<file path="src/design/lswc_pkg.sv">
// Shared types and constants for the line segment window clipper.
// No dependencies.
package lswc_pkg;

	localparam int FRAC_BITS  = 16;
	localparam int COORD_W    = 32;
	localparam int DIFF_W     = COORD_W + 1;
	localparam int QUO_BITS   = FRAC_BITS + 1;
	localparam int RATIO_W    = QUO_BITS + 2;
	localparam int PROD_W     = QUO_BITS + 1 + DIFF_W;
	localparam int N_EDGES    = 4;
	localparam int FIFO_DEPTH = 4;
	localparam int FIFO_AW    = $clog2(FIFO_DEPTH);

	typedef enum logic [1:0] {
		REG_XL = 2'd0,
		REG_XH = 2'd1,
		REG_YL = 2'd2,
		REG_YH = 2'd3
	} reg_idx_t;

	// per-edge classification
	typedef struct packed {
		logic pz;    // p == 0
		logic pneg;  // p < 0, entry edge
		logic rneg;  // ratio sign (q sign when p == 0)
		logic sat;   // |q| >= 2|p|, ratio beyond range
	} edge_flags_t;

	typedef struct packed {
		logic signed [COORD_W-1:0] x0;
		logic signed [COORD_W-1:0] y0;
		logic signed [DIFF_W-1:0]  dx;
		logic signed [DIFF_W-1:0]  dy;
		edge_flags_t [N_EDGES-1:0] fl;
	} side_t;

	typedef struct packed {
		side_t                          side;
		logic [N_EDGES-1:0][DIFF_W-1:0] qmag;
		logic [N_EDGES-1:0][DIFF_W-1:0] pmag;
	} item_t;

endpackage

</file>
<file path="src/design/lswc_fifo.sv">
// Short queue between front and back of the clipper.
// Depends on lswc_pkg.
module lswc_fifo import lswc_pkg::*; (
	input  logic  clk,
	input  logic  arst_n,
	input  logic  wr,
	input  item_t wdata,
	output logic  full,
	input  logic  rd,
	output item_t rdata,
	output logic  empty
);
	item_t              mem_q [FIFO_DEPTH];
	logic [FIFO_AW-1:0] wp_q, rp_q;
	logic [FIFO_AW:0]   cnt_q;

	assign full  = (cnt_q == FIFO_AW'(0) + (FIFO_AW+1)'(FIFO_DEPTH));
	assign empty = (cnt_q == '0);
	assign rdata = mem_q[rp_q];

	always_ff @(posedge clk) begin
		if (wr) mem_q[wp_q] <= wdata;
	end

	always_ff @(posedge clk or negedge arst_n) begin
		if (!arst_n) begin
			wp_q  <= '0;
			rp_q  <= '0;
			cnt_q <= '0;
		end else begin
			if (wr) wp_q <= wp_q + 1'b1;
			if (rd) rp_q <= rp_q + 1'b1;
			if (wr && !rd)      cnt_q <= cnt_q + 1'b1;
			else if (!wr && rd) cnt_q <= cnt_q - 1'b1;
		end
	end
endmodule

</file>
<file path="config.mk">
export PLATFORM = sky130hd
export DESIGN_NAME = lswc_fifo
export DESIGN_NICKNAME = d
export VERILOG_FILES = /design/src/design/lswc_pkg.sv /design/src/design/lswc_fifo.sv
export SDC_FILE = /design/constraint.sdc
export NUM_CORES = 1
export LEC_CHECK = 0
export BUFFER_PORTS_ARGS = -buffer_cell sky130_fd_sc_hd__buf_2
export CORE_UTILIZATION = 50
export CTS_BUF_LIST = sky130_fd_sc_hd__clkbuf_16
export DETAILED_ROUTE_END_ITERATION = 12
export PLACE_DENSITY = 0.71
export SLEW_MARGIN = 20
export SYNTH_ARGS = -nofsm -noshare
export SYNTH_HDL_FRONTEND = slang
export SYNTH_SLANG_ARGS = --single-unit
</file>
<file path="constraint.sdc">
create_clock -name clk -period 9.8 [get_ports clk]
set_input_delay 0.49 -clock clk [delete_from_list [all_inputs] [get_ports clk]]
set_output_delay 0.49 -clock clk [all_outputs]
set_load 0.05 [all_outputs]
</file>
==> impl_metrics.toml <==
[status]
status = "completed"

[detailed_routing]
drc_errors = 0
vias_per_cell = 5.508
drtIter0Drc = 2388
avgRoutedWirePerCell_um = 25.31
ant_nets = 0
wl_um = 131600
vias = 28640
firstDrtPassIters = 5

[global_routing]
grt_pass1_vias = 30990
antenna_found_initial = 31
grt_start_max_net_pins = 168
grt_use_total_pct = 21.85
overflow = 0
grt_pass1_wl_um = 193900

[timing]
slew-limit-headroom_pct = 9.977
rsz0062_at_grt = "false"
skew_ns = 0.03837
worst_slew_pin_slew_ns = 1.350
tns_ns = 0
hold_viol = 0
fin_ws_ns = 4.996
layout_min_cycle_time_ns = 4.804
setup_viol = 0
fin_crit_sh_pct = 49.02
drv_slew = 0
fmax_mhz = 208.2

[cts]
htreeDepth = 4
clockBufferDepth = 3
clkTransAtPathRegs_ns = 0.06
cts_root_buf = "clkbuf_16"
numClockSinks = 1647
cts_tree = "yes"
cts_setup_buffers = 0
cts_hold_buf = 413
clock_latency_ns = 0.80
cts-resized-gates = 0
cts_inserted_buffers = 161

[worst_setup_path]
slowest_stage = "dfrtp_4"
crit_cells = 4
arrival_ns = 4.31
r2r_slack_ns = 6.28
worst_setup_path_start_kind = "register"
worstPathMaxFanout = 97
reg2reg_to = "mem_q[0][154]"
endpoint_kind = "primary output"
crit_type = "register to primary output"
cpLargestDelayFamily = "buffers and inverters"
crit_path_end = "rdata[106]"
worstReg2RegStart = "wp_q[1]"
reg2reg_depth = 6
cp.required_ns = 9.31
crit_start = "rp_q[0]"
path_cells = "buf_4, buf_12, mux4_2, buf_2"
cp_num_buf_inv = 3
slowest_delay_ns = 0.95

[floorplan]
die_area_um2 = 120600
start_util_pct = 50.48
fp.dieH_um = 347.3
ioPinCount = 826
rows = 126
core_um2 = 118100
die_w_um = 347.3

[pwr]
p_leak_nw = 25.67
ir_drop_uv = 334.9
p_per_area_nw_per_um2 = 338.6

[logic_synthesis]
synth_top_family_by_area = "multiplexers"
ys_types = 20
synth_area_per_cell_um2 = 27.39
synth_compound_area_share_pct = 0.008396
ys_seq_elements = 1647
synth_xor_area_share_pct = 0.08816
seq_area_frac_synth_pct = 82.91
yosys.area_share.simple_pct = 0.08186
syn_area_um2 = 59610
synthAdderAreaFrac_pct = 0.1385
syn_nets = 2596
synth_mux_area_share_pct = 15.51
ys.warnings.count = 0
syn_inst = 2176

[place]
dp_cells = 4466
io_buffers = 825
dpl.hpwl_um = 76900
place_congestion = 0.8190
post-place-ws_ns = 5.685
dpl_cell_area_um2 = 65260

[finish]
final_cell_mix = "edfxtp_1, buf_2, dlygate4sd3_1, mux4_2, clkbuf_16"
nets = 3928
final_common_cell = "edfxtp_1"
fin_area_um2 = 74630
drive_above_1_share_pct = 40.75
final_cell_count_no_fill = 5199
area_delta_synth_final_pct = 25.20
final_util_pct = 63.21

[min_path]
hp-class = "input port to async pin"

[job]
maxCapViolCount = 0
## state kept, by name, summed over array words and instances (netlist names)
name   count
cnt_q      3
mem_q   1640
rp_q       2
wp_q       2
## power by group
| group | internal (mW) | switching, mW |
|---|---|---|
| clock network | 3.33 | 2.58 |
| logic | 2.78 | 7.00 |
| registers | 9.22 | 0.362 |
| total | 15.3 | 9.94 |
## stage by stage
stage	hold slack, ns	power (mW)
2_1_floorplan	0.1944	17.45
3_3_place_gp	0.3261	19.24
3_5_place_dp	0.3373	19.38
4_1_cts	0.05685	25.42
5_1_grt	0.1204	26.10
6_report	0.1517	25.27
## kinds of logic (layout without fill, tap and decap cells)
family / Yosys count / in the layout
AO/OA/AOI/OAI: 1 / 1
buffers and inverters: 96 / 1557
XOR/XNOR: 6 / 6
other: 0 / 26
adder cells (fa/ha/maj): 6 / 6
AND/OR/NAND/NOR: 9 / 9
multiplexers: 411 / 411
flip-flops: 1647 / 1647
## cell usage after synthesis
cell type | n | area (um2)
edfxtp_1 | 1640 | 49250
mux4_2 | 410 | 9234
buf_2 | 41 | 205.2
buf_6 | 41 | 461.7
dfrtp_1 | 7 | 175.2
clkbuf_1 | 5 | 18.77
ha_1 | 5 | 62.56
and2_1 | 4 | 25.02
inv_1 | 4 | 15.01
xor2_1 | 4 | 35.03
buf_4 | 3 | 22.52
buf_8 | 2 | 30.03
nand2_1 | 2 | 7.510
xnor2_1 | 2 | 17.52
fa_1 | 1 | 20.02
mux2_2 | 1 | 11.26
nor2_1 | 1 | 3.750
nor3_1 | 1 | 5.000
nor3b_1 | 1 | 7.510
o21ai_0 | 1 | 5.000
## worst min-delay path by stage
stage | start | end | slack (ns) | cells after the start
6_report | arst_n | rp_q[1] | 0.15 | 2
5_1_grt | arst_n | wp_q[1] | 0.12 | 2
4_1_cts | arst_n | rp_q[1] | 0.06 | 2
3_5_place_dp | arst_n | cnt_q[0] | 0.34 | 1
3_3_place_gp | arst_n | cnt_q[2] | 0.33 | 1
2_1_floorplan | arst_n | cnt_q[0] | 0.19 | 0
## final cells by class
type / count / area, um2
flip-flops and latches: 1647 / 49430
multi-input cells: 433 / 9444
repair buffers: 1261 / 8642
inverters: 4 / 15.01
fillers: 7651 / 43450
clock inverters: 129 / 1037
clock buffers: 163 / 4079
diodes: 26 / 65.06
well taps: 1536 / 1922
## per-layer routing
| layer | up-vias | GRT usage, % | wire length, um |
|---|---|---|---|
| met2 | 1271 | 36.52 | 66980 |
| li1 | 12220 | - | - |
| met3 | 270 | 7.206 | 11900 |
| met5 | - | 0 | 65 |
| met1 | 14860 | 25.95 | 47550 |
| met4 | 12 | 9.491 | 5085 |
## worst reg2reg max path: stages (launching register included)
cell and delay, ns:
dfrtp_1 0.40, inv_1 0.11, ha_1 0.15, and2_4 0.59, buf_4 0.77, buf_12 0.39
buf_16 0.57
(Power assumes the default switching activity.)
