<file path="config.mk">
export PLATFORM = sky130hd
export DESIGN_NAME = lswc_front
export DESIGN_NICKNAME = d
export VERILOG_FILES = /design/src/design/lswc_pkg.sv /design/src/design/lswc_front.sv
export SDC_FILE = /design/constraint.sdc
export NUM_CORES = 1
export LEC_CHECK = 0
export BUFFER_PORTS_ARGS = -buffer_cell sky130_fd_sc_hd__buf_2
export CAP_MARGIN = 40
export CELL_PAD_IN_SITES_DETAIL_PLACEMENT = 1
export CELL_PAD_IN_SITES_GLOBAL_PLACEMENT = 2
export CORE_MARGIN = 5
export CORE_UTILIZATION = 32
export DETAILED_ROUTE_END_ITERATION = 16
export PLACE_DENSITY = 0.85
export SLEW_MARGIN = 0
export SYNTH_ARGS = -nofsm -noshare
export SYNTH_HDL_FRONTEND = slang
export SYNTH_SLANG_ARGS = --single-unit
</file>
<file path="constraint.sdc">
create_clock -name clk -period 19.2 [get_ports clk]
set_input_delay 3.84 -clock clk [delete_from_list [all_inputs] [get_ports clk]]
set_output_delay 3.84 -clock clk [all_outputs]
set_load 0.02 [all_outputs]
</file>
<file path="src/design/lswc_pkg.sv">
// Shared types and constants for the line segment window clipper.
// No dependencies.
package lswc_pkg;

	localparam int FRAC_BITS  = 16;
	localparam int COORD_W    = 32;
	localparam int DIFF_W     = COORD_W + 1;
	localparam int QUO_BITS   = FRAC_BITS + 1;
	localparam int RATIO_W    = QUO_BITS + 2;
	localparam int PROD_W     = QUO_BITS + 1 + DIFF_W;
	localparam int N_EDGES    = 4;
	localparam int FIFO_DEPTH = 4;
	localparam int FIFO_AW    = $clog2(FIFO_DEPTH);

	typedef enum logic [1:0] {
		REG_XL = 2'd0,
		REG_XH = 2'd1,
		REG_YL = 2'd2,
		REG_YH = 2'd3
	} reg_idx_t;

	// per-edge classification
	typedef struct packed {
		logic pz;    // p == 0
		logic pneg;  // p < 0, entry edge
		logic rneg;  // ratio sign (q sign when p == 0)
		logic sat;   // |q| >= 2|p|, ratio beyond range
	} edge_flags_t;

	typedef struct packed {
		logic signed [COORD_W-1:0] x0;
		logic signed [COORD_W-1:0] y0;
		logic signed [DIFF_W-1:0]  dx;
		logic signed [DIFF_W-1:0]  dy;
		edge_flags_t [N_EDGES-1:0] fl;
	} side_t;

	typedef struct packed {
		side_t                          side;
		logic [N_EDGES-1:0][DIFF_W-1:0] qmag;
		logic [N_EDGES-1:0][DIFF_W-1:0] pmag;
	} item_t;

endpackage

</file>
<file path="src/design/lswc_front.sv">
// Front end: takes segments, forms edge distances and classifies each edge.
// Depends on lswc_pkg.
module lswc_front import lswc_pkg::*; (
	input  logic                      clk,
	input  logic                      arst_n,
	input  logic                      push,
	output logic                      full,
	input  logic signed [COORD_W-1:0] start_x,
	input  logic signed [COORD_W-1:0] start_y,
	input  logic signed [COORD_W-1:0] end_x,
	input  logic signed [COORD_W-1:0] end_y,
	input  logic signed [COORD_W-1:0] wxl,
	input  logic signed [COORD_W-1:0] wxh,
	input  logic signed [COORD_W-1:0] wyl,
	input  logic signed [COORD_W-1:0] wyh,
	output logic                      q_wr,
	output item_t                     q_wdata,
	input  logic                      q_full
);
	logic                              vld_s1;
	item_t                             item_s1;
	item_t                             item_d;
	logic signed [N_EDGES-1:0][DIFF_W-1:0] p, q;
	logic                              adv;

	assign adv     = !vld_s1 || !q_full;
	assign full    = !adv;
	assign q_wr    = vld_s1 && !q_full;
	assign q_wdata = item_s1;

	always_comb begin
		item_d.side.x0 = start_x;
		item_d.side.y0 = start_y;
		item_d.side.dx = DIFF_W'(end_x) - DIFF_W'(start_x);
		item_d.side.dy = DIFF_W'(end_y) - DIFF_W'(start_y);
		p[0] = -item_d.side.dx;
		q[0] = DIFF_W'(start_x) - DIFF_W'(wxl);
		p[1] = item_d.side.dx;
		q[1] = DIFF_W'(wxh) - DIFF_W'(start_x);
		p[2] = -item_d.side.dy;
		q[2] = DIFF_W'(start_y) - DIFF_W'(wyl);
		p[3] = item_d.side.dy;
		q[3] = DIFF_W'(wyh) - DIFF_W'(start_y);
		for (int e = 0; e < N_EDGES; e++) begin
			item_d.pmag[e] = p[e][DIFF_W-1] ? -p[e] : p[e];
			item_d.qmag[e] = q[e][DIFF_W-1] ? -q[e] : q[e];
			item_d.side.fl[e].pz   = (p[e] == '0);
			item_d.side.fl[e].pneg = p[e][DIFF_W-1];
			item_d.side.fl[e].rneg = q[e][DIFF_W-1] ^ p[e][DIFF_W-1];
			item_d.side.fl[e].sat  = ({1'b0, item_d.qmag[e]} >= {item_d.pmag[e], 1'b0});
		end
	end

	always_ff @(posedge clk) begin
		if (push && adv) item_s1 <= item_d;
	end

	always_ff @(posedge clk or negedge arst_n) begin
		if (!arst_n) begin
			vld_s1 <= 1'b0;
		end else if (adv) begin
			vld_s1 <= push;
		end
	end
endmodule

</file>
==> summary.txt, run 1 <==
Timing
  – Fmax: 85.16 MHz
  – Fin crit share: 61.16%
  – Setup violators final: 0
  – Slew @ Worst Pin: 971.7 ps
  – Max-slew violation count: 0
  – Setup Skew: 60.52 ps
  – Final min period: 11740 ps
  – RSZ-0062 raised after global routing: no
  – Fin Setup TNS: 0 ps
  – Rel. slew slack: between 30% and 40%
  – Final hold vios: 0

Worst setup path
  – Reg2reg path depth: 5
  – CP endpoint kind: flop
  – Crit path buf inv count: 6
  – Critical path depth: 34
  – CP Launch Type: input pin
  – Critical Path Fanout Max: 33
  – Slowest cell on crit path: a2111oi_2
  – CP Class: input pin to flop
  – Slowest stage delay, CP: around 750 ps
  – Top cell family by delay on the critical path: compound AO/OA/AOI/OAI gates
  – Arr. time, crit path: 12120 ps
  – Crit-path most repeated cell: inv_1
  – CP Data Required Time: 19580 ps

Worst hold path
  – Worst Hold Path Cells: 2
  – HP Class: flop to flop

CTS
  – CTS clk-pin slew, worst paths: 60 ps
  – Clock Tree Root: clkbuf_16
  – Post_cts resized: 0
  – H-tree depth reported by CTS: 2
  – Cts hold-fix bufs: 0
  – CTS tree: done
  – CTS Buffer Depth: 3
  – Clock Sink Count: a little over 400
  – CTS Buf Count: 53
  – Post-CTS Repair Setup Buffers: 0
  – Clk_lat worst skew: 680 ps

GRT
  – Largest net degree at the start of global routing: 164
  – GRT Residual Overflow: 0
  – Initial antenna violation count: 23
  – First-pass GRT wire length: 220.4 mm
  – All-Layer GR Usage: between 20% and 30%
  – Vias in the first global route: approximately 33000

Flow run
  – Max_cap viols: 0

Yosys
  – Dominant synthesized flop cell: edfxtp_1
  – Synth Net Count: 4294
  – Synthesized cell area: 34570 µm²
  – Number of synthesized register bits: 405
  – Post-Synthesis Cells: 3697
  – Syn Area/Cell: 9.350 µm²
  – Ys Warns: 0
  – EDFF count, synth: 404
  – Asr flop ratio synth: less than 1%
  – Seq/Total Area, Yosys: 35.17%
  – Synth cell types: between 100 and 150

Floorplan
  – Rows: 120
  – Die height: about 340 µm
  – Initial Util: 32.25%
  – # IOs: 672
  – Die ar.: between 100000 and 150000 µm²
  – Die extent in x: 338.7 µm
  – Core Box Area: between 100000 and 150000 µm²

Power and ir drop
  – Net Sw Power: 1.754 mW
  – Switching Share: 42.23%
  – Combinational power share: 46.8%
  – P_leak: 17.85 nW
  – Internal: 2.399 mW
  – VDD IR max: 0.06635 mV
  – Clk pwr share: approximately a quarter
  – PnR Total Power: 4.154 mW
  – Power per Cell Area: around 100 nW/µm²
  – Flop pwr share: 29.3%

Layout
  – Nets: slightly below 5000
  – Design area: between 40000 and 50000 µm²
  – P&R area growth vs syn: 19.78%
  – Share of cells above drive strength 1: 20.02%

Drt
  – Via count: 32250
  – Drt pass-1 iters: 5
  – Routed Antenna Nets: 0
  – Initial DRC count: 1945
  – Residual DRC: 0
  – Routed length per instance: 26.32 µm
  – DR vias/cell: around 5.5
  – Drt total wl: 153.4 mm

Outcome
  – Run status: finished clean

Placement
  – Hpwl dp: 128.9 mm
  – DP Area: 39700 µm²
  – Routability cong.: 0.9379
  – Port-buffer cells: 671
## registers in the layout, indices dropped and copies added, names as in the netlist
register / cells
q_wdata: 404
vld_s1: 1
## cells by family (layout without fill, tap and decap cells)
kind of cell | after synthesis | after routing | synth area share (%)
AO/OA/AOI/OAI | 972 | 972 | 18.79
XOR/XNOR | 480 | 480 | 12.23
adder cells (fa/ha/maj) | 337 | 337 | 12.33
buffers and inverters | 405 | 1123 | 4.546
flip-flops | 405 | 405 | 35.17
multiplexers | 29 | 29 | 0.8759
other | 0 | 9 | 0
AND/OR/NAND/NOR | 1069 | 1069 | 16.07
## synth_stat cells (all sizes together), types with 52 or more instances
library cell  instances  area (µm²)
xnor2               308        2713
nand3                73       370.4
nor3                 89       445.4
xor2                172        1514
o21ai               163       815.8
a21o                131       983.4
nand2               235       882.1
edfxtp              404       12130
a31oi                52       325.3
inv                 310        1164
a21oi               254        1275
clkbuf               73       274.0
nor2                248       930.9
ha                  331        4141
o21a                 58       435.4
## power by group through the flow
stage / logic, mW / clock network, mW / registers [mW]
2_1_floorplan: 1.11 / 0 / 1.37
3_3_place_gp: 1.88 / 0 / 1.23
3_5_place_dp: 1.92 / 0 / 1.23
4_1_cts: 1.94 / 1.02 / 1.22
5_1_grt: 2.11 / 1.06 / 1.22
6_report: 1.94 / 0.995 / 1.22
## per-stage QoR
step	instances	util (%)	hold slack [ps]	setup WS, ps
after CTS	5817	38.60	698.0	7469
after floorplan	3697	-	762.7	4110
after detailed placement	5723	37.03	680.1	6764
after global placement	5716	36.95	666.0	6910
final	5827	38.63	689.2	7457
after global routing	5824	38.62	767.8	6825
## metal layers
layer / wire length (µm) / track usage, % / vias to the layer above / share of wire, %
li1: - / - / 14990 / -
met3: 10680 / 5.391 / 194 / 7.0
met5: 62 / 0 / - / 0.040
met4: 5394 / 8.226 / 10 / 3.5
met2: 71040 / 42.19 / 1063 / 46
met1: 66180 / 33.13 / 15990 / 43
## worst register-to-register path, delay by kind of cell (launching register included)
family | cells | cell delay, ps
buf+inv | 3 | 1930
simple gates | 2 | 310
flops | 1 | 360
## layout by cell type, fill, tap and decap left out, types with 131 or more instances in the layout
cell type / instances
buf_2: 673
edfxtp_1: 404
ha_1: 331
xnor2_1: 306
inv_1: 305
a21oi_1: 253
nor2_1: 248
nand2_1: 235
xor2_1: 171
o21ai_0: 155
a21o_1: 131
## cell type report
class | count | area [µm²]
flip-flops and latches | 405 | 12160
well taps | 1403 | 1755
inverters | 314 | 1179
diodes | 9 | 22.52
clock inverters | 29 | 290.3
multi-input cells | 2887 | 20880
fillers | 12650 | 65800
repair buffers | 715 | 3732
clock buffers | 65 | 1393
## final timing paths
check                                    endpoint          startpoint  slack (ps)
setup / recovery           q_wdata[264]$_DFFE_PP_            end_x[0]        7460
hold / removal                 vld_s1$_DFFE_PN0N_  vld_s1$_DFFE_PN0N_         690
setup reg to reg            q_wdata[40]$_DFFE_PP_  vld_s1$_DFFE_PN0N_       16050
hold reg to reg                vld_s1$_DFFE_PN0N_  vld_s1$_DFFE_PN0N_         690
max in group asynchronous      vld_s1$_DFFE_PN0N_              arst_n       16190
min in group asynchronous      vld_s1$_DFFE_PN0N_              arst_n        2930
Power figures use the tool's default switching activity.
==> run 2: changes to the inputs <==
--- a/config.mk
+++ b/config.mk
@@ -5,14 +5,15 @@
 export SDC_FILE = /design/constraint.sdc
 export NUM_CORES = 1
 export LEC_CHECK = 0
+export ABC_AREA = 1
 export BUFFER_PORTS_ARGS = -buffer_cell sky130_fd_sc_hd__buf_2
 export CAP_MARGIN = 40
 export CELL_PAD_IN_SITES_DETAIL_PLACEMENT = 1
 export CELL_PAD_IN_SITES_GLOBAL_PLACEMENT = 2
 export CORE_MARGIN = 5
-export CORE_UTILIZATION = 32
+export CORE_UTILIZATION = 29
 export DETAILED_ROUTE_END_ITERATION = 16
-export PLACE_DENSITY = 0.85
+export PLACE_DENSITY = 0.84
 export SLEW_MARGIN = 0
 export SYNTH_ARGS = -nofsm -noshare
 export SYNTH_HDL_FRONTEND = slang
==> constraint.sdc (replaced) <==
create_clock -name clk -period 9.6 [get_ports clk]
set_input_delay 1.92 -clock clk [delete_from_list [all_inputs] [get_ports clk]]
set_output_delay 1.92 -clock clk [all_outputs]
set_load 0.02 [all_outputs]
==> run 2 against run 1 <==
Effect of this change:
- combinational power is 110% higher
- core utilization fell by 3.8 points
- worst hold slack got worse by 180 ps
- flip-flop and latch count stayed put
- final area up 7.3%
- setup slack worse by 5900 ps
- via count is 19% higher
- clock-buffer cell count decreased by 7
- sequential share of layout area is 2.0 points lower
- die area up 18%
- clock skew is 19 ps lower
- critical endpoint unchanged
- largest cell class unchanged
==> summary.txt, run 2 <==
Floorplan
  – Initial Util: 29.21% (-3.0 points)
  – Die height: 368.6 µm (+8.8%)
  – # IOs: 672 (unchanged)
  – Die extent in x: 368.6 µm (+8.8%)
  – Die ar.: 135900 µm² (+18%)
  – Core Box Area: 127700 µm² (+19%)
  – Rows: 131 (+9.2%)

Layout
  – Design area: 44450 µm² (+7.3%)
  – P&R area growth vs syn: 19.18%
  – Commonest non-fill, non-tap cells in the layout: nand2_1 (1427), inv_1 (917), buf_2 (684), nor2_1 (560), edfxtp_1 (404)
  – Fillcell total: 16220 (+28%)
  – Max reg flops: 404 (unchanged)
  – Share of cells above drive strength 1: 16.22% (-3.8 points)
  – Most common cell after layout, fill and taps aside: nand2_1
  – Nets: 6582 (+32%)

Yosys
  – Synth top area share: 32.53% (-2.6 points)
  – EDFF count, synth: 404 (unchanged)
  – Area contributors post-synth: edfxtp_1 (33%), nand2_1 (14%), ha_1 (11%), inv_1 (9.2%), nor2_1 (5.6%)
  – Post-Synthesis Cells: 5268 (+42%)
  – Number of synthesized register bits: 405 (unchanged)
  – Ys Warns: 0 (unchanged)
  – Largest area contributor in the netlist: edfxtp_1
  – Syn Area/Cell: 7.079 µm² (-24%)
  – Seq/Total Area, Yosys: 32.60% (-2.6 points)
  – Synthesized cell area: 37290 µm² (+7.9%)
  – Asr flop ratio synth: 0.2469% (unchanged)
  – Dominant synthesized flop cell: edfxtp_1
  – Synth cell types: 68 (-35%)
  – Top-count cell post-synth: nand2_1
  – Synth Net Count: 5865 (+37%)
  – List of most frequent post-synthesis cells: nand2_1 (1427), inv_1 (917), nor2_1 (561)

Worst setup path
  – CP Launch Type: input pin
  – Crit-path most repeated cell: nand2_1
  – Reg2reg path depth: 5 (unchanged)
  – Arr. time, crit path: 8460 ps (-3660 ps)
  – R2R Setup Slk: 7220 ps (-8830 ps)
  – CP Data Required Time: 9990 ps (-9590 ps)
  – FF-to-FF End: q_wdata[126]$_DFFE_PP_
  – Critical Path Fanout Max: 18 (-45%)
  – Slowest stage delay, CP: 470 ps (-280 ps)
  – Crit path buf inv count: 8 (+2)
  – Slowest cell on crit path: fa_1
  – Top cell family by delay on the critical path: simple AND/OR/NAND/NOR gates
  – Critical R2R Launch: vld_s1$_DFFE_PN0N_
  – CP endpoint kind: flop
  – CP Class: input pin to flop

Timing
  – Fin crit share: 84.11%
  – Final min period: ~8100 ps
  – RSZ-0062 raised after global routing: no
  – Final hold vios: 0 (unchanged)
  – Fmax: 123.8 MHz
  – Rel. slew slack: 31.39% (-3.8 points)
  – Fin Setup TNS: 0 ps (unchanged)
  – Slew @ Worst Pin: 1029 ps (+57.48 ps)
  – Max-slew violation count: 0 (unchanged)
  – Setup Skew: 42.01 ps (-18.51 ps)
  – Setup violators final: 0 (unchanged)

Power and ir drop
  – P_leak: 22.27 nW (+25%)
  – Net Sw Power: 3.842 mW (+120%)
  – Power per Cell Area: 188.7 nW/µm² (+88%)
  – Combinational power share: 48.2% (+1.4 points)
  – Internal: 4.546 mW (+89%)
  – Clk pwr share: 23.4% (-0.6 points)
  – Flop pwr share: 28.4% (-0.9 points)
  – VDD IR max: 0.1353 mV (+100%)
  – Switching Share: 45.80% (+3.6 points)

GRT
  – Initial antenna violation count: 20 (-13%)
  – All-Layer GR Usage: 25.87% (+0.45 points)
  – GRT Residual Overflow: 0 (unchanged)
  – Largest net degree at the start of global routing: 160 (-2.4%)
  – Vias in the first global route: 38940 (+19%)
  – First-pass GRT wire length: 259.9 mm (+18%)

CTS
  – Cts hold-fix bufs: 0 (unchanged)
  – Clock Tree Root: clkbuf_16
  – CTS Buf Count: 51 (-3.8%)
  – Post_cts resized: 0 (unchanged)
  – CTS Buffer Depth: 3 (unchanged)
  – Post-CTS Repair Setup Buffers: 0 (unchanged)
  – H-tree depth reported by CTS: 2 (unchanged)
  – CTS clk-pin slew, worst paths: 60 ps (about the same)
  – Clk_lat worst skew: 660 ps (-20 ps)
  – CTS tree: done
  – Clock Sink Count: 405 (unchanged)

Worst hold path
  – Worst Hold Path EP: vld_s1$_DFFE_PN0N_
  – Hold path start: vld_s1$_DFFE_PN0N_
  – Worst Hold Path Cells: 2 (unchanged)
  – HP Class: flop to flop

Placement
  – Port-buffer cells: 671 (unchanged)
  – Hpwl dp: 160.6 mm (+25%)
  – Routability cong.: 0.9705 (+3.5%)
  – DP Area: 42780 µm² (+7.8%)

Drt
  – Via count: 38470 (+19%)
  – Initial DRC count: 2582 (+33%)
  – Drt pass-1 iters: 7 (+2)
  – Residual DRC: 0 (unchanged)
  – Routed length per instance: 23.81 µm (-9.5%)
  – Drt total wl: 183.1 mm (+19%)
  – Routed Antenna Nets: 0 (unchanged)
  – DR vias/cell: 5.002 (-9.6%)

Flow run
  – Max_cap viols: 0 (unchanged)

Outcome
  – Run status: finished clean
==> run 2: cell count changes after synthesis, moves of 53 or more <==
cell     delta
o21ai_0    +62
a21o_1    -115
nand3_1   +265
nand2_2    +70
inv_1     +612
xnor2_1   -245
nor2_1    +313
nand4_1    +53
nand2_1  +1192
o21a_1     -53
==> run 2: cell type report <==
cell class | count | area (µm²) | area share (%)
clock inverter | 32 | 345.3 | 0.7769
sequential | 405 | 12160 | 27.35
timing repair buffer | 704 | 3598 | 8.096
clock buffer | 58 | 1303 | 2.930
antenna | 6 | 15.01 | 0.03378
inverter | 951 | 3570 | 8.031
multi-input combinational | 3872 | 21380 | 48.10
tap | 1662 | 2079 | 4.679
==> run 2: logic make-up (layout without fill, tap and decap cells) <==
logic type,after synthesis,after routing,share of synthesized area (%)
AO/OA/AOI/OAI,594,594,8.810
XOR/XNOR,250,250,5.952
adder cells (fa/ha/maj),337,337,11.43
buffers and inverters,991,1745,10.09
flip-flops,405,405,32.60
other,0,6,0
AND/OR/NAND/NOR,2691,2691,31.12
==> run 2: stage by stage <==
step                      setup WS (ps)  util, %  power (mW)  hold slack, ps  std cells
after floorplan                    1028        -       4.869           459.3       5268
after global placement            989.9    33.46       6.317           475.5       7581
after detailed placement          929.4    33.51       6.443           489.6       7594
after CTS                          1605    34.80       8.437           504.9       7684
after global routing               1059    34.80       8.896           530.4       7684
final                              1525    34.81       8.388           506.1       7690
==> run 2: worst reg2reg max path, cell delays in order (launching register included) <==
cell     delay (ps)
dfrtp_1         380
nand2_1          90
inv_1            80
nor2_4           90
buf_4           470
buf_12          620
==> run 2: per-layer routing <==
layer	track usage (%)	vias to the layer above	routed length [µm]
met5	0	-	85
li1	-	18540	-
met2	46.00	1217	88950
met1	30.62	18410	72880
met4	11.37	14	9320
met3	4.390	284	11880
==> run 2: power by group through the flow <==
| stage | clock, mW | sequential (mW) | combinational [mW] |
|---|---|---|---|
| after CTS | 2.01 | 2.39 | 4.04 |
| after floorplan | 0 | 2.68 | 2.19 |
| final | 1.96 | 2.38 | 4.05 |
| after global placement | 0 | 2.42 | 3.90 |
| after global routing | 2.08 | 2.40 | 4.41 |
| after detailed placement | 0 | 2.42 | 4.02 |
==> run 2: how the worst max path moves through the flow <==
stage               startpoint                     end  slack [ps]  depth (start not counted)
finish                end_x[0]  q_wdata[264]$_DFFE_PP_        1530                         41
global route          end_x[0]  q_wdata[264]$_DFFE_PP_        1060                         41
CTS                   end_x[0]  q_wdata[264]$_DFFE_PP_        1600                         41
detailed placement    end_x[0]  q_wdata[264]$_DFFE_PP_         930                         41
global placement      end_x[0]  q_wdata[264]$_DFFE_PP_         990                         41
floorplan               q_full  q_wdata[100]$_DFFE_PP_        1030                          3
==> run 3: changes to the inputs <==
--- a/config.mk
+++ b/config.mk
@@ -11,9 +11,9 @@
 export CELL_PAD_IN_SITES_DETAIL_PLACEMENT = 1
 export CELL_PAD_IN_SITES_GLOBAL_PLACEMENT = 2
 export CORE_MARGIN = 5
-export CORE_UTILIZATION = 29
+export CORE_UTILIZATION = 32
 export DETAILED_ROUTE_END_ITERATION = 16
-export PLACE_DENSITY = 0.84
+export PLACE_DENSITY = 0.88
 export SLEW_MARGIN = 0
 export SYNTH_ARGS = -nofsm -noshare
 export SYNTH_HDL_FRONTEND = slang
==> constraint.sdc (replaced) <==
create_clock -name clk -period 7.9 [get_ports clk]
set_input_delay 1.58 -clock clk [delete_from_list [all_inputs] [get_ports clk]]
set_output_delay 1.58 -clock clk [all_outputs]
set_load 0.02 [all_outputs]
==> run 3 against run 2 <==
Effect of this change:
- register-to-register slack got worse by 1600 ps
- largest cell class unchanged
- largest power group unchanged
- power grew 20%
- clock-buffer cell count down 2
- final area grew 0.14%
==> summary.txt, run 3 (same netlist as run 2, synthesis figures left out) <==
Worst setup path
  – CP Class: input pin to flop
  – Crit-path most repeated cell: nand2_1
  – Slowest cell on crit path: ha_1
  – Slowest stage delay, CP: 480 ps (about the same)
  – Critical Path Fanout Max: 30 (+12)
  – CP Launch Type: input pin
  – Arr. time, crit path: 7700 ps (-760 ps)
  – CP endpoint kind: flop
  – CP Data Required Time: 8260 ps (-1730 ps)

Timing
  – Final hold vios: 0 (unchanged)
  – Slew @ Worst Pin: 973.9 ps (-55.23 ps)
  – Rel. slew slack: 35.07% (+3.7 points)
  – Final min period: 7340 ps
  – Setup Skew: 36.98 ps (-5.031 ps)
  – Fmax: 136.2 MHz
  – Final worst slack: 559.7 ps (-965.6 ps)
  – Fin Setup TNS: 0 ps (unchanged)
  – Max-slew violation count: 0 (unchanged)
  – Fin crit share: 92.91%
  – Final hold slack: 599.1 ps (+92.93 ps)
  – RSZ-0062 raised after global routing: no
  – Setup violators final: 0 (unchanged)

Layout
  – Nets: 6618 (+0.55%)
  – Max reg flops: 404 (unchanged)
  – P&R area growth vs syn: 19.36%
  – Commonest non-fill, non-tap cells in the layout: nand2_1 (1426), inv_1 (916), buf_2 (686), nor2_1 (560), edfxtp_1 (404)
  – Share of cells above drive strength 1: 16.77% (+0.54 points)
  – Core Util, Final: 38.36% (+3.5 points)
  – Design area: 44510 µm² (+0.14%)
  – Most common cell after layout, fill and taps aside: nand2_1

CTS
  – CTS tree: done
  – CTS Buffer Depth: 3 (unchanged)
  – CTS Buf Count: 48 (-5.9%)
  – Post_cts resized: 0 (unchanged)
  – Clock Tree Root: clkbuf_16
  – Clk_lat worst skew: 630 ps (-30 ps)
  – Cts hold-fix bufs: 0 (unchanged)
  – H-tree depth reported by CTS: 2 (unchanged)
  – Post-CTS Repair Setup Buffers: 0 (unchanged)
  – Clock Sink Count: 405 (unchanged)
  – CTS clk-pin slew, worst paths: 60 ps (about the same)

GRT
  – All-Layer GR Usage: 27.65% (+1.8 points)
  – Vias in the first global route: 39020 (+0.21%)
  – Initial antenna violation count: 13 (-35%)
  – GRT Residual Overflow: 0 (unchanged)
  – First-pass GRT wire length: 252.8 mm (-2.7%)
  – Largest net degree at the start of global routing: 161 (+0.63%)

Floorplan
  – Die ar.: 123500 µm² (-9.1%)
  – Die height: 351.4 µm (-4.7%)
  – Die extent in x: 351.4 µm (-4.7%)
  – Rows: 125 (-4.6%)
  – Core Box Area: 116000 µm² (-9.1%)
  – # IOs: 672 (unchanged)
  – Initial Util: 32.14% (+2.9 points)

Power and ir drop
  – Flop pwr share: 28.8% (+0.4 points)
  – Switching Share: 45.72% (-0.074 points)
  – Power per Cell Area: 226.1 nW/µm² (+20%)
  – VDD IR max: 0.1584 mV (+17%)
  – Internal: 5.463 mW (+20%)
  – P_leak: 22.41 nW (+0.59%)
  – Combinational power share: 49.0% (+0.8 points)
  – Clk pwr share: 22.2% (-1.2 points)
  – Net Sw Power: 4.602 mW (+20%)

Placement
  – Hpwl dp: 155.5 mm (-3.2%)
  – DP Area: 42950 µm² (+0.38%)
  – Routability cong.: 1.007 (+3.8%)
  – Dpl ws: -262.7 ps (-1192 ps)
  – Port-buffer cells: 671 (unchanged)

Drt
  – Residual DRC: 0 (unchanged)
  – Routed Antenna Nets: 0 (unchanged)
  – Drt pass-1 iters: 7 (unchanged)
  – DR vias/cell: 5.058 (+1.1%)
  – Initial DRC count: 2259 (-13%)
  – Via count: 38390 (-0.19%)
  – Routed length per instance: 23.28 µm (-2.2%)
  – Drt total wl: 176.7 mm (-3.5%)

Flow run
  – Max_cap viols: 0 (unchanged)

Outcome
  – Run status: finished clean

Worst hold path
  – HP Class: flop to flop
## run 3: layer usage
metal | vias to the layer above | wire, µm | track usage (%)
met5 | - | 31 | 0
li1 | 18600 | - | -
met3 | 275 | 10030 | 3.943
met1 | 18330 | 69780 | 32.44
met2 | 1184 | 86790 | 49.56
met4 | 4 | 10030 | 13.39
## run 3: power by group through the flow
stage                     combinational, mW  sequential, mW  clock (mW)
after floorplan                        2.67            3.25           0
after global placement                 4.71            2.93           0
after detailed placement               4.88            2.94           0
after CTS                              4.92            2.90        2.29
after global routing                   5.38            2.92        2.38
final                                  4.93            2.90        2.24
## run 3: critical path, delay by kind of cell
| family | cells | cell delay (ps) |
|---|---|---|
| buffers and inverters | 6 | 1050 |
| adder cells (fa/ha/maj) | 3 | 1150 |
| AO/OA/AOI/OAI | 7 | 1060 |
| XOR/XNOR | 1 | 390 |
| AND/OR/NAND/NOR | 15 | 2470 |
## run 3: per-stage QoR
| stage | total power [mW] | cells |
|---|---|---|
| 2_1_floorplan | 5.918 | 5268 |
| 3_3_place_gp | 7.643 | 7478 |
| 3_5_place_dp | 7.828 | 7495 |
| 4_1_cts | 10.11 | 7583 |
| 5_1_grt | 10.68 | 7584 |
| 6_report | 10.06 | 7590 |
## run 3: worst paths after layout
| kind | slack [ps] | to | depth (start not counted) | startpoint |
|---|---|---|---|---|
| worst max register to register | 5660 | q_wdata[231]$_DFFE_PP_ | 5 | vld_s1$_DFFE_PN0N_ |
| min in group asynchronous | 710 | vld_s1$_DFFE_PN0N_ | 1 | arst_n |
| worst min-delay path | 600 | vld_s1$_DFFE_PN0N_ | 2 | vld_s1$_DFFE_PN0N_ |
| worst min register to register | 600 | vld_s1$_DFFE_PN0N_ | 2 | vld_s1$_DFFE_PN0N_ |
| worst max-delay path | 560 | q_wdata[272]$_DFFE_PP_ | 32 | start_y[15] |
| max in group asynchronous | 7110 | vld_s1$_DFFE_PN0N_ | 1 | arst_n |
## run 3: cell type report
| type | count | area, µm² |
|---|---|---|
| antenna | 7 | 17.52 |
| clock buffer | 56 | 1252 |
| clock inverter | 32 | 289.0 |
| fill | 14900 | 71540 |
| inverter | 951 | 3575 |
| multi-input combinational | 3872 | 21400 |
| sequential | 405 | 12160 |
| tap | 1524 | 1907 |
| timing repair buffer | 743 | 3911 |
